### src/rtl/core/rcc_pkg.sv
// ----------------------------------------------------------------------------
// rcc_pkg
// Shared types and constants of the log record checker: transaction
// structures, field codes, register indexes and CRC-32 constants.
// ----------------------------------------------------------------------------
package rcc_pkg;

   localparam int LENGTH_WIDTH_DEFAULT = 32;
   localparam int CSR_INDEX_WIDTH      = 8;
   localparam int CSR_DATA_WIDTH       = 8;

   localparam logic [CSR_INDEX_WIDTH-1:0] CSR_PUT_OPCODE    = 8'd0;
   localparam logic [CSR_INDEX_WIDTH-1:0] CSR_DELETE_OPCODE = 8'd1;

   localparam logic [7:0] PUT_OPCODE_RESET    = 8'd1;
   localparam logic [7:0] DELETE_OPCODE_RESET = 8'd2;

   localparam logic [31:0] CRC_POLY = 32'hEDB8_8320;
   localparam logic [31:0] CRC_ALL  = 32'hFFFF_FFFF;

   localparam logic [1:0] KIND_KEY   = 2'd0;
   localparam logic [1:0] KIND_VALUE = 2'd1;
   localparam logic [1:0] KIND_NONE  = 2'd2;

   localparam logic [2:0] STATUS_PROGRESS  = 3'd0;
   localparam logic [2:0] STATUS_GOOD      = 3'd1;
   localparam logic [2:0] STATUS_MISMATCH  = 3'd2;
   localparam logic [2:0] STATUS_BAD_HDR   = 3'd3;
   localparam logic [2:0] STATUS_TRUNCATED = 3'd4;
   localparam logic [2:0] STATUS_CLEAN_END = 3'd5;

   typedef enum logic [3:0] {
      PHASE_CRC   = 4'b0001,
      PHASE_HDR   = 4'b0010,
      PHASE_KEY   = 4'b0100,
      PHASE_VALUE = 4'b1000
   } phase_type;

   typedef struct packed {
      logic [7:0] data_byte;
      logic       end_of_stream;
   } req_type;

   typedef struct packed {
      logic [7:0]  payload_byte;
      logic [1:0]  payload_kind;
      logic        record_end;
      logic [2:0]  record_status;
      logic        is_delete;
      logic [31:0] key_length;
      logic [31:0] value_length;
   } rsp_type;

endpackage

### src/rtl/core/rcc_crc_byte.sv
// ----------------------------------------------------------------------------
// rcc_crc_byte
// Reflected CRC-32 update over one byte, eight shift steps.
// ----------------------------------------------------------------------------
module rcc_crc_byte (
   input  logic [31:0] crc,
   input  logic [7:0]  data,
   output logic [31:0] crc_next
);
   import rcc_pkg::*;

   always_comb begin
      logic [31:0] acc;
      acc = crc ^ {24'd0, data};
      for (int i = 0; i < 8; i++) begin
         acc = acc[0] ? (CRC_POLY ^ (acc >> 1)) : (acc >> 1);
      end
      crc_next = acc;
   end

endmodule

### src/rtl/core/rcc_parser.sv
// ----------------------------------------------------------------------------
// rcc_parser
// Record state machine: collects the stored CRC and header, checks the
// running CRC and produces at most one result per accepted transaction.
// ----------------------------------------------------------------------------
module rcc_parser #(
   parameter int LENGTH_WIDTH = rcc_pkg::LENGTH_WIDTH_DEFAULT
) (
   input  logic             clock,
   input  logic             reset,
   input  logic             in_accept,
   input  rcc_pkg::req_type in_item,
   input  logic [7:0]       put_opcode,
   input  logic [7:0]       delete_opcode,
   output logic             res_valid,
   output rcc_pkg::rsp_type res_item
);
   import rcc_pkg::*;

   phase_type               phase_ff, phase_in;
   logic [LENGTH_WIDTH-1:0] cnt_ff, cnt_in, cnt_inc;
   logic [31:0]             stored_ff, stored_in;
   logic [31:0]             crc_ff, crc_in, crc_next;
   logic                    op_ok_ff, op_ok_in;
   logic                    op_del_ff, op_del_in;
   logic [31:0]             key_len_ff, key_len_in;
   logic [31:0]             val_len_ff, val_len_in;
   logic                    halted_ff, halted_in;
   logic [7:0]              b;
   logic                    clear_rec;
   logic                    last;
   logic                    rec_end;
   logic                    crc_match;
   logic                    bad_hdr;

   rcc_crc_byte u_crc (
      .crc      (crc_ff),
      .data     (b),
      .crc_next (crc_next)
   );

   assign b         = in_item.data_byte;
   assign cnt_inc   = cnt_ff + LENGTH_WIDTH'(1);
   assign crc_match = ((crc_next ^ CRC_ALL) == stored_ff);

   always_comb begin
      phase_in   = phase_ff;
      cnt_in     = cnt_ff;
      stored_in  = stored_ff;
      crc_in     = crc_ff;
      op_ok_in   = op_ok_ff;
      op_del_in  = op_del_ff;
      key_len_in = key_len_ff;
      val_len_in = val_len_ff;
      halted_in  = halted_ff;
      clear_rec  = 1'b0;
      last       = 1'b0;
      rec_end    = 1'b0;
      bad_hdr    = 1'b0;
      res_valid  = 1'b0;
      res_item.payload_byte  = 8'd0;
      res_item.payload_kind  = KIND_NONE;
      res_item.record_end    = 1'b0;
      res_item.record_status = STATUS_PROGRESS;
      res_item.is_delete     = 1'b0;
      res_item.key_length    = 32'd0;
      res_item.value_length  = 32'd0;

      if (in_accept) begin
         if (in_item.end_of_stream) begin
            res_valid = 1'b1;
            res_item.record_end = 1'b1;
            res_item.record_status =
               (halted_ff || (phase_ff == PHASE_CRC && cnt_ff == '0)) ?
               STATUS_CLEAN_END : STATUS_TRUNCATED;
            halted_in = 1'b0;
            clear_rec = 1'b1;
         end else if (!halted_ff) begin
            case (phase_ff)
               PHASE_CRC: begin
                  case (cnt_ff[1:0])
                     2'd0:    stored_in[7:0]   = b;
                     2'd1:    stored_in[15:8]  = b;
                     2'd2:    stored_in[23:16] = b;
                     default: stored_in[31:24] = b;
                  endcase
                  if (cnt_ff[1:0] == 2'd3) begin
                     phase_in = PHASE_HDR;
                     cnt_in   = '0;
                     crc_in   = CRC_ALL;
                  end else begin
                     cnt_in = cnt_inc;
                  end
               end
               PHASE_HDR: begin
                  crc_in = crc_next;
                  case (cnt_ff[3:0])
                     4'd0: begin
                        op_ok_in  = (b == put_opcode) || (b == delete_opcode);
                        op_del_in = (b == delete_opcode) && (b != put_opcode);
                     end
                     4'd1:    key_len_in[7:0]   = b;
                     4'd2:    key_len_in[15:8]  = b;
                     4'd3:    key_len_in[23:16] = b;
                     4'd4:    key_len_in[31:24] = b;
                     4'd5:    val_len_in[7:0]   = b;
                     4'd6:    val_len_in[15:8]  = b;
                     4'd7:    val_len_in[23:16] = b;
                     4'd8:    val_len_in[31:24] = b;
                     default: ;
                  endcase
                  if (cnt_ff[3:0] == 4'd8) begin
                     cnt_in  = '0;
                     bad_hdr = !op_ok_ff || (key_len_ff == 32'd0) ||
                               ((key_len_ff >> LENGTH_WIDTH) != 32'd0) ||
                               ((val_len_in >> LENGTH_WIDTH) != 32'd0);
                     if (bad_hdr) begin
                        res_valid = 1'b1;
                        res_item.record_end    = 1'b1;
                        res_item.record_status = STATUS_BAD_HDR;
                        res_item.is_delete     = op_del_ff;
                        res_item.key_length    = key_len_ff;
                        res_item.value_length  = val_len_in;
                        halted_in = 1'b1;
                     end else begin
                        phase_in = PHASE_KEY;
                     end
                  end else begin
                     cnt_in = cnt_inc;
                  end
               end
               PHASE_KEY, PHASE_VALUE: begin
                  crc_in = crc_next;
                  cnt_in = cnt_inc;
                  if (phase_ff == PHASE_KEY) begin
                     last = (32'(cnt_inc) >= key_len_ff);
                     if (last) begin
                        cnt_in = '0;
                        if (val_len_ff == 32'd0) begin
                           rec_end = 1'b1;
                        end else begin
                           phase_in = PHASE_VALUE;
                        end
                     end
                  end else begin
                     last    = (32'(cnt_inc) >= val_len_ff);
                     rec_end = last;
                  end
                  res_valid = 1'b1;
                  res_item.payload_byte = b;
                  res_item.payload_kind =
                     (phase_ff == PHASE_KEY) ? KIND_KEY : KIND_VALUE;
                  res_item.record_end   = rec_end;
                  res_item.is_delete    = op_del_ff;
                  res_item.key_length   = key_len_ff;
                  res_item.value_length = val_len_ff;
                  if (rec_end) begin
                     if (crc_match) begin
                        res_item.record_status = STATUS_GOOD;
                        clear_rec = 1'b1;
                     end else begin
                        res_item.record_status = STATUS_MISMATCH;
                        halted_in = 1'b1;
                     end
                  end
               end
               default: ;
            endcase
         end
      end

      if (clear_rec) begin
         phase_in   = PHASE_CRC;
         cnt_in     = '0;
         stored_in  = 32'd0;
         crc_in     = CRC_ALL;
         op_ok_in   = 1'b0;
         op_del_in  = 1'b0;
         key_len_in = 32'd0;
         val_len_in = 32'd0;
      end
   end

   always_ff @(posedge clock) begin
      if (reset) begin
         phase_ff   <= PHASE_CRC;
         cnt_ff     <= '0;
         stored_ff  <= 32'd0;
         crc_ff     <= CRC_ALL;
         op_ok_ff   <= 1'b0;
         op_del_ff  <= 1'b0;
         key_len_ff <= 32'd0;
         val_len_ff <= 32'd0;
         halted_ff  <= 1'b0;
      end else begin
         phase_ff   <= phase_in;
         cnt_ff     <= cnt_in;
         stored_ff  <= stored_in;
         crc_ff     <= crc_in;
         op_ok_ff   <= op_ok_in;
         op_del_ff  <= op_del_in;
         key_len_ff <= key_len_in;
         val_len_ff <= val_len_in;
         halted_ff  <= halted_in;
      end
   end

   assert property (@(posedge clock) disable iff (reset)
      (in_accept && !in_item.end_of_stream && halted_ff) |-> !res_valid)
      else $error("A data byte produced a result while the checker was halted.");

   assert property (@(posedge clock) disable iff (reset)
      (in_accept && in_item.end_of_stream) |=> (!halted_ff && phase_ff == PHASE_CRC))
      else $error("End of stream did not re-arm the checker.");

   assert property (@(posedge clock) disable iff (reset)
      (in_accept && !in_item.end_of_stream && phase_ff == PHASE_CRC) |-> !res_valid)
      else $error("A stored CRC byte produced a result.");

endmodule

### src/rtl/core/rcc_out_buffer.sv
// ----------------------------------------------------------------------------
// rcc_out_buffer
// Result register with a skid stage, so that a new transaction can be taken
// while a finished result is still stalled at the output.
// ----------------------------------------------------------------------------
module rcc_out_buffer (
   input  logic             clock,
   input  logic             reset,
   input  logic             in_valid,
   input  rcc_pkg::rsp_type in_item,
   output logic             in_stall,
   output logic             out_valid,
   output rcc_pkg::rsp_type out_item,
   input  logic             out_stall
);
   import rcc_pkg::*;

   logic    out_valid_ff, out_valid_in;
   rsp_type out_item_ff, out_item_in;
   logic    skid_valid_ff, skid_valid_in;
   rsp_type skid_item_ff, skid_item_in;
   logic    room;

   assign room = !out_valid_ff || !out_stall;

   always_comb begin
      out_valid_in  = out_valid_ff;
      out_item_in   = out_item_ff;
      skid_valid_in = skid_valid_ff;
      skid_item_in  = skid_item_ff;
      if (room) begin
         out_valid_in  = skid_valid_ff || in_valid;
         out_item_in   = skid_valid_ff ? skid_item_ff : in_item;
         skid_valid_in = 1'b0;
      end else if (in_valid) begin
         skid_valid_in = 1'b1;
         skid_item_in  = in_item;
      end
   end

   always_ff @(posedge clock) begin
      if (reset) begin
         out_valid_ff  <= 1'b0;
         skid_valid_ff <= 1'b0;
      end else begin
         out_valid_ff  <= out_valid_in;
         skid_valid_ff <= skid_valid_in;
      end
      out_item_ff  <= out_item_in;
      skid_item_ff <= skid_item_in;
   end

   assign in_stall  = skid_valid_ff;
   assign out_valid = out_valid_ff;
   assign out_item  = out_item_ff;

   assert property (@(posedge clock) disable iff (reset)
      skid_valid_ff |-> out_valid_ff)
      else $error("Skid stage holds a result while the output register is empty.");

endmodule

### src/rtl/core/log_record_checker_crc32.sv
// ----------------------------------------------------------------------------
// log_record_checker_crc32
// Checks a length-prefixed log stream byte by byte against per-record CRC-32.
// ----------------------------------------------------------------------------
// One byte transaction is taken every clock cycle unless the request side
// stalls. The record state and the CRC-32 update are computed in a single
// pass at acceptance, and each result is held in a result register with a
// skid stage before it appears on the response channel; the request side
// stalls only when both of these hold results. Key and value bytes are
// forwarded as they arrive, the last byte of a record carries the good or
// mismatch status, and an end-of-stream transaction always returns one
// result and re-arms the checker after a bad header or a CRC mismatch.
// Opcode registers are written through the CSR port, which is always ready.
module log_record_checker_crc32 #(
   parameter int LENGTH_WIDTH = rcc_pkg::LENGTH_WIDTH_DEFAULT
) (
   input  logic                                clock,
   input  logic                                reset,
   input  logic                                req_valid,
   output logic                                req_stall,
   input  rcc_pkg::req_type                    req_payload,
   output logic                                rsp_valid,
   input  logic                                rsp_stall,
   output rcc_pkg::rsp_type                    rsp_payload,
   input  logic                                csr_valid,
   output logic                                csr_ready,
   input  logic [rcc_pkg::CSR_INDEX_WIDTH-1:0] csr_index,
   input  logic [rcc_pkg::CSR_DATA_WIDTH-1:0]  csr_wdata
);
   import rcc_pkg::*;

   logic [7:0] put_opcode_ff, put_opcode_in;
   logic [7:0] delete_opcode_ff, delete_opcode_in;
   logic       req_accept;
   logic       res_valid;
   rsp_type    res_item;

   assign csr_ready  = 1'b1;
   assign req_accept = req_valid && !req_stall;

   always_comb begin
      put_opcode_in    = put_opcode_ff;
      delete_opcode_in = delete_opcode_ff;
      if (csr_valid && csr_ready) begin
         case (csr_index)
            CSR_PUT_OPCODE:    put_opcode_in    = csr_wdata;
            CSR_DELETE_OPCODE: delete_opcode_in = csr_wdata;
            default: ;
         endcase
      end
   end

   always_ff @(posedge clock) begin
      if (reset) begin
         put_opcode_ff    <= PUT_OPCODE_RESET;
         delete_opcode_ff <= DELETE_OPCODE_RESET;
      end else begin
         put_opcode_ff    <= put_opcode_in;
         delete_opcode_ff <= delete_opcode_in;
      end
   end

   rcc_parser #(
      .LENGTH_WIDTH (LENGTH_WIDTH)
   ) u_parser (
      .clock         (clock),
      .reset         (reset),
      .in_accept     (req_accept),
      .in_item       (req_payload),
      .put_opcode    (put_opcode_ff),
      .delete_opcode (delete_opcode_ff),
      .res_valid     (res_valid),
      .res_item      (res_item)
   );

   rcc_out_buffer u_out_buffer (
      .clock     (clock),
      .reset     (reset),
      .in_valid  (res_valid),
      .in_item   (res_item),
      .in_stall  (req_stall),
      .out_valid (rsp_valid),
      .out_item  (rsp_payload),
      .out_stall (rsp_stall)
   );

endmodule

### config.mk
export PLATFORM = sky130hd
export DESIGN_NAME = log_record_checker_crc32
export DESIGN_NICKNAME = d
export VERILOG_FILES = /design/src/rtl/core/rcc_pkg.sv /design/src/rtl/core/rcc_crc_byte.sv /design/src/rtl/core/rcc_parser.sv /design/src/rtl/core/rcc_out_buffer.sv /design/src/rtl/core/log_record_checker_crc32.sv
export SDC_FILE = /design/constraint.sdc
export NUM_CORES = 1
export LEC_CHECK = 0
export ABC_AREA = 0
export BUFFER_PORTS_ARGS = -buffer_cell sky130_fd_sc_hd__buf_2
export CAP_MARGIN = 20
export CELL_PAD_IN_SITES_DETAIL_PLACEMENT = 1
export CELL_PAD_IN_SITES_GLOBAL_PLACEMENT = 1
export CORE_MARGIN = 5
export CORE_UTILIZATION = 25
export DETAILED_ROUTE_END_ITERATION = 6
export PLACE_DENSITY = 0.44
export REMOVE_ABC_BUFFERS = 1
export SETUP_SLACK_MARGIN = 0.4
export SLEW_MARGIN = 20
export SYNTH_ARGS = -nofsm -noshare
export SYNTH_HDL_FRONTEND = slang
export SYNTH_HIERARCHICAL = 1
export SYNTH_SLANG_ARGS = --single-unit
### constraint.sdc
create_clock -name clock -period 10.19 [get_ports clock]
set_input_delay 2.038 -clock clock [delete_from_list [all_inputs] [get_ports clock]]
set_output_delay 2.038 -clock clock [all_outputs]
set_load 0.005 [all_outputs]
==> results.toml <==
[run_status]
run_status = "finished, final reports clean"

[setup_path]
worstPathArrival_ns = 6.94
required_ns = 10.58
cpMaxStageDelayCell = "and4_4"
endpoint_kind = "register"
reg2reg_depth = 16
start_kind = "register"
path_cells = "nand2_1 -> nor4_4 -> nand4_2 -> or3b_1 -> o21a_1 -> or2_2 -> ha_1 -> nand4_1 -> nor4_1 -> nand4_1 -> a21oi_1 -> o21ai_1 -> nand3_1 -> and4_4 -> buf_4 -> nor3_1"
setup.worst_path.class = "register to register"
rr_startpoint = "u_parser/cnt_ff[0]"
slowest_delay_ns = 0.99
timing.rr.end = "u_parser/key_len_ff[21]"
path_max_fanout = 86
regToRegSetupSlack_ns = 3.64
crit_top_cell = "nand4_1"

[yosys]
syn-mean-instance-area_sq_um = 11.2
synth_edf_count = 158
netlist_top_cells_count = "dfxtp_1, nor3_1, edfxtp_1"
syn-cell-area_sq_mm = 0.0180
ys.flop_type = "dfxtp_1"
synth_cell_types = 82
synth_cells = 1606
ys_seq_area_share_pct = 46.9
synth_warnings = 6
ys_ff_latch = 343
synth_area_leaders = "edfxtp_1, dfxtp_1, mux2_4, mux2i_1, nor3_1"
async_flop_share_pct = 0
synth_top_area_share_pct = 26.4
yosys.area.top_type = "edfxtp_1"

[floorplanning]
fp-row-count = 98
die_h_um = 278
initial_core_util_pct = 25.2
ios = 112
fp.coreArea_sq_mm = 0.0715
die_w_um = 278
die-area_sq_mm = 0.0774

[global_routing]
grt_start_max_net_pins = 87
antenna_found_initial = 4
globalRoute.totalOverflow = 0
grt_pass1_vias = 13300
grt.total_usage_pct = 14.4
grt_pass1_wl_mm = 86.7

[route]
ant_nets = 0
vias = 12500
drt_iter0_markers = 518
drc = 0
drt-pass1-iter-count = 5
vias_per_cell = 4.71
post_drt_wl_per_cell_um = 21.6
wirelength_mm = 57.6

[timing]
holdWs_ns = 0.482
finalHoldViolations = 0
slew-limit-headroom_pct = 27.3
rsz0062_at_grt = "false"
finalCritPeriodShare_pct = 64.3
finalSetupViolCount = 0
tns_ns = 0
period_minus_slack_ns = 6.55
clock.fmax_ghz = 0.153
finalMaxSlewViolations = 0
worst_clock_skew_ns = 0.0179
worst_pin_slew_ns = 1.09

[clock_tree]
cts_tree = "yes"
clk_pin_slew_ns = 0.06
h-tree-depth = 2
cts_resized = 0
worstSkewPairLatency_ns = 0.56
cts.sinks = 343
postCtsSetupRepairBufs = 0
clock_path_buffers = 3
cts_root_buf = "clkbuf_16"
numCtsBuffers = 45
holdBufCountCts = 0

[power_and_ir_drop]
switchingPower_mw = 0.750
power.share.combinational_pct = 6.7
power.leakage_nw = 8.53
ir_worst_vdd_mv = 0.114
switching_share_pct = 23.0
total_power_mw = 3.25
pwr-share-clk_pct = 48.5
p_seq_share_pct = 44.8
powerDensity_mw_per_mm2 = 156
p_int_mw = 2.50

[layout]
syn2layout_area_growth_pct = 15.7
drive_gt1_share_pct = 20.0
nNetsFinal = 1777

[flow_run]
max_cap_viol_count = 0

[min_path]
hold_class = "register to register"
hold_depth = 2
min_from = "u_parser/op_del_ff"
hold-path-endpoint = "u_parser/op_del_ff"

[placement]
gp_congestion = 0.819
hpwl_mm = 39.9
port_buffers = 110
-- final cells by class --
type                    count  area, sq um
inverters                  78          293
well taps                 950         1190
multi-input cells        1079         8720
repair buffers            130          704
clock inverters            18          215
fillers                  7948        50700
flip-flops and latches    343         8450
clock buffers              62         1240
diodes                      2         5.00
-- layout by cell type, fill, tap and decap left out, drive strengths merged, types with 14 or more instances in the layout --
cell type and instances:
and3 18, edfxtp 158, inv 78, nand3 55
a22oi 24, ha 70, mux2i 112, xnor2 58
o21ai 23, mux2 79, clkbuf 62, xor2 57
buf 130, dfxtp 185, nand2 55, xnor3 14
nand4 29, a21oi 39, nor3 194, nor2 49
nor4 31, o22ai 36
-- registers in the layout (all words and copies together), names as in the netlist --
register                   count
u_parser/key_len_ff           32
u_parser/op_ok_ff              1
put_opcode_ff                  8
u_parser/stored_ff            32
u_out_buffer/skid_item_ff     79
u_parser/val_len_ff           32
u_parser/phase_ff              4
u_out_buffer/out_item         79
u_parser/crc_ff               32
u_out_buffer/in_stall          1
u_out_buffer/out_valid         1
u_parser/op_del_ff             1
delete_opcode_ff               8
u_parser/cnt_ff               32
u_parser/halted_ff             1
-- stage by stage --
stage	area (sq um)	setup WS [ns]	utilization (%)	std cells
4_1_cts	20800	3.59	29.1	2660
3_3_place_gp	19400	3.23	27.1	2580
6_report	20800	3.64	29.1	2662
2_1_floorplan	17400	3.27	-	1500
5_1_grt	20800	3.13	29.1	2660
3_5_place_dp	19400	3.12	27.1	2580
-- worst max-delay path by stage --
stage | from | endpoint | depth (start not counted)
3_3_place_gp | req_payload[3] | u_parser/key_len_ff[17] | 11
6_report | u_parser/cnt_ff[0] | u_parser/key_len_ff[21] | 16
4_1_cts | u_parser/cnt_ff[0] | u_parser/key_len_ff[27] | 16
2_1_floorplan | u_out_buffer/in_stall | u_parser/phase_ff[2] | 9
5_1_grt | u_parser/cnt_ff[0] | u_parser/key_len_ff[23] | 16
3_5_place_dp | req_payload[8] | u_parser/key_len_ff[17] | 12
-- worst max-delay path: cells and delay by family, from the launching register on --
kind | cells | cell delay (ns)
adders and majority gates | 1 | 0.33
and+or+nand+nor | 11 | 4.01
AOI/OAI and AO/OA | 3 | 0.83
DFF | 1 | 0.53
buffers and inverters | 1 | 0.60
-- cells by family (layout without fill, tap and decap cells) --
group	Yosys count	count (layout)	share of synthesized area, %
other	1	3	0.0208
multiplexers	191	191	12.8
flip-flops	343	343	46.9
AO/OA/AOI/OAI	175	175	6.37
AND/OR/NAND/NOR	508	508	15.5
XOR/XNOR	134	134	8.61
buffers and inverters	184	288	4.85
adder cells (fa/ha/maj)	70	70	4.87
-- metal layers --
layer	wire length (um)	share of wire (%)	vias to the layer above	GRT usage, %
li1	-	-	6031	-
met1	26800	46	6267	19.2
met2	27900	49	167	25.0
met3	1880	3.3	62	2.08
met4	984	1.7	2	3.26
met5	15	0.026	-	0
-- power by group through the flow --
stage          sequential [mW]  combinational, mW  clock (mW)
5_1_grt                   1.46              0.235        1.70
3_5_place_dp              1.49              0.221           0
4_1_cts                   1.46              0.222        1.64
6_report                  1.46              0.216        1.58
2_1_floorplan             1.49              0.124           0
3_3_place_gp              1.49              0.220           0
No activity file was read; power rests on OpenSTA's default activity.
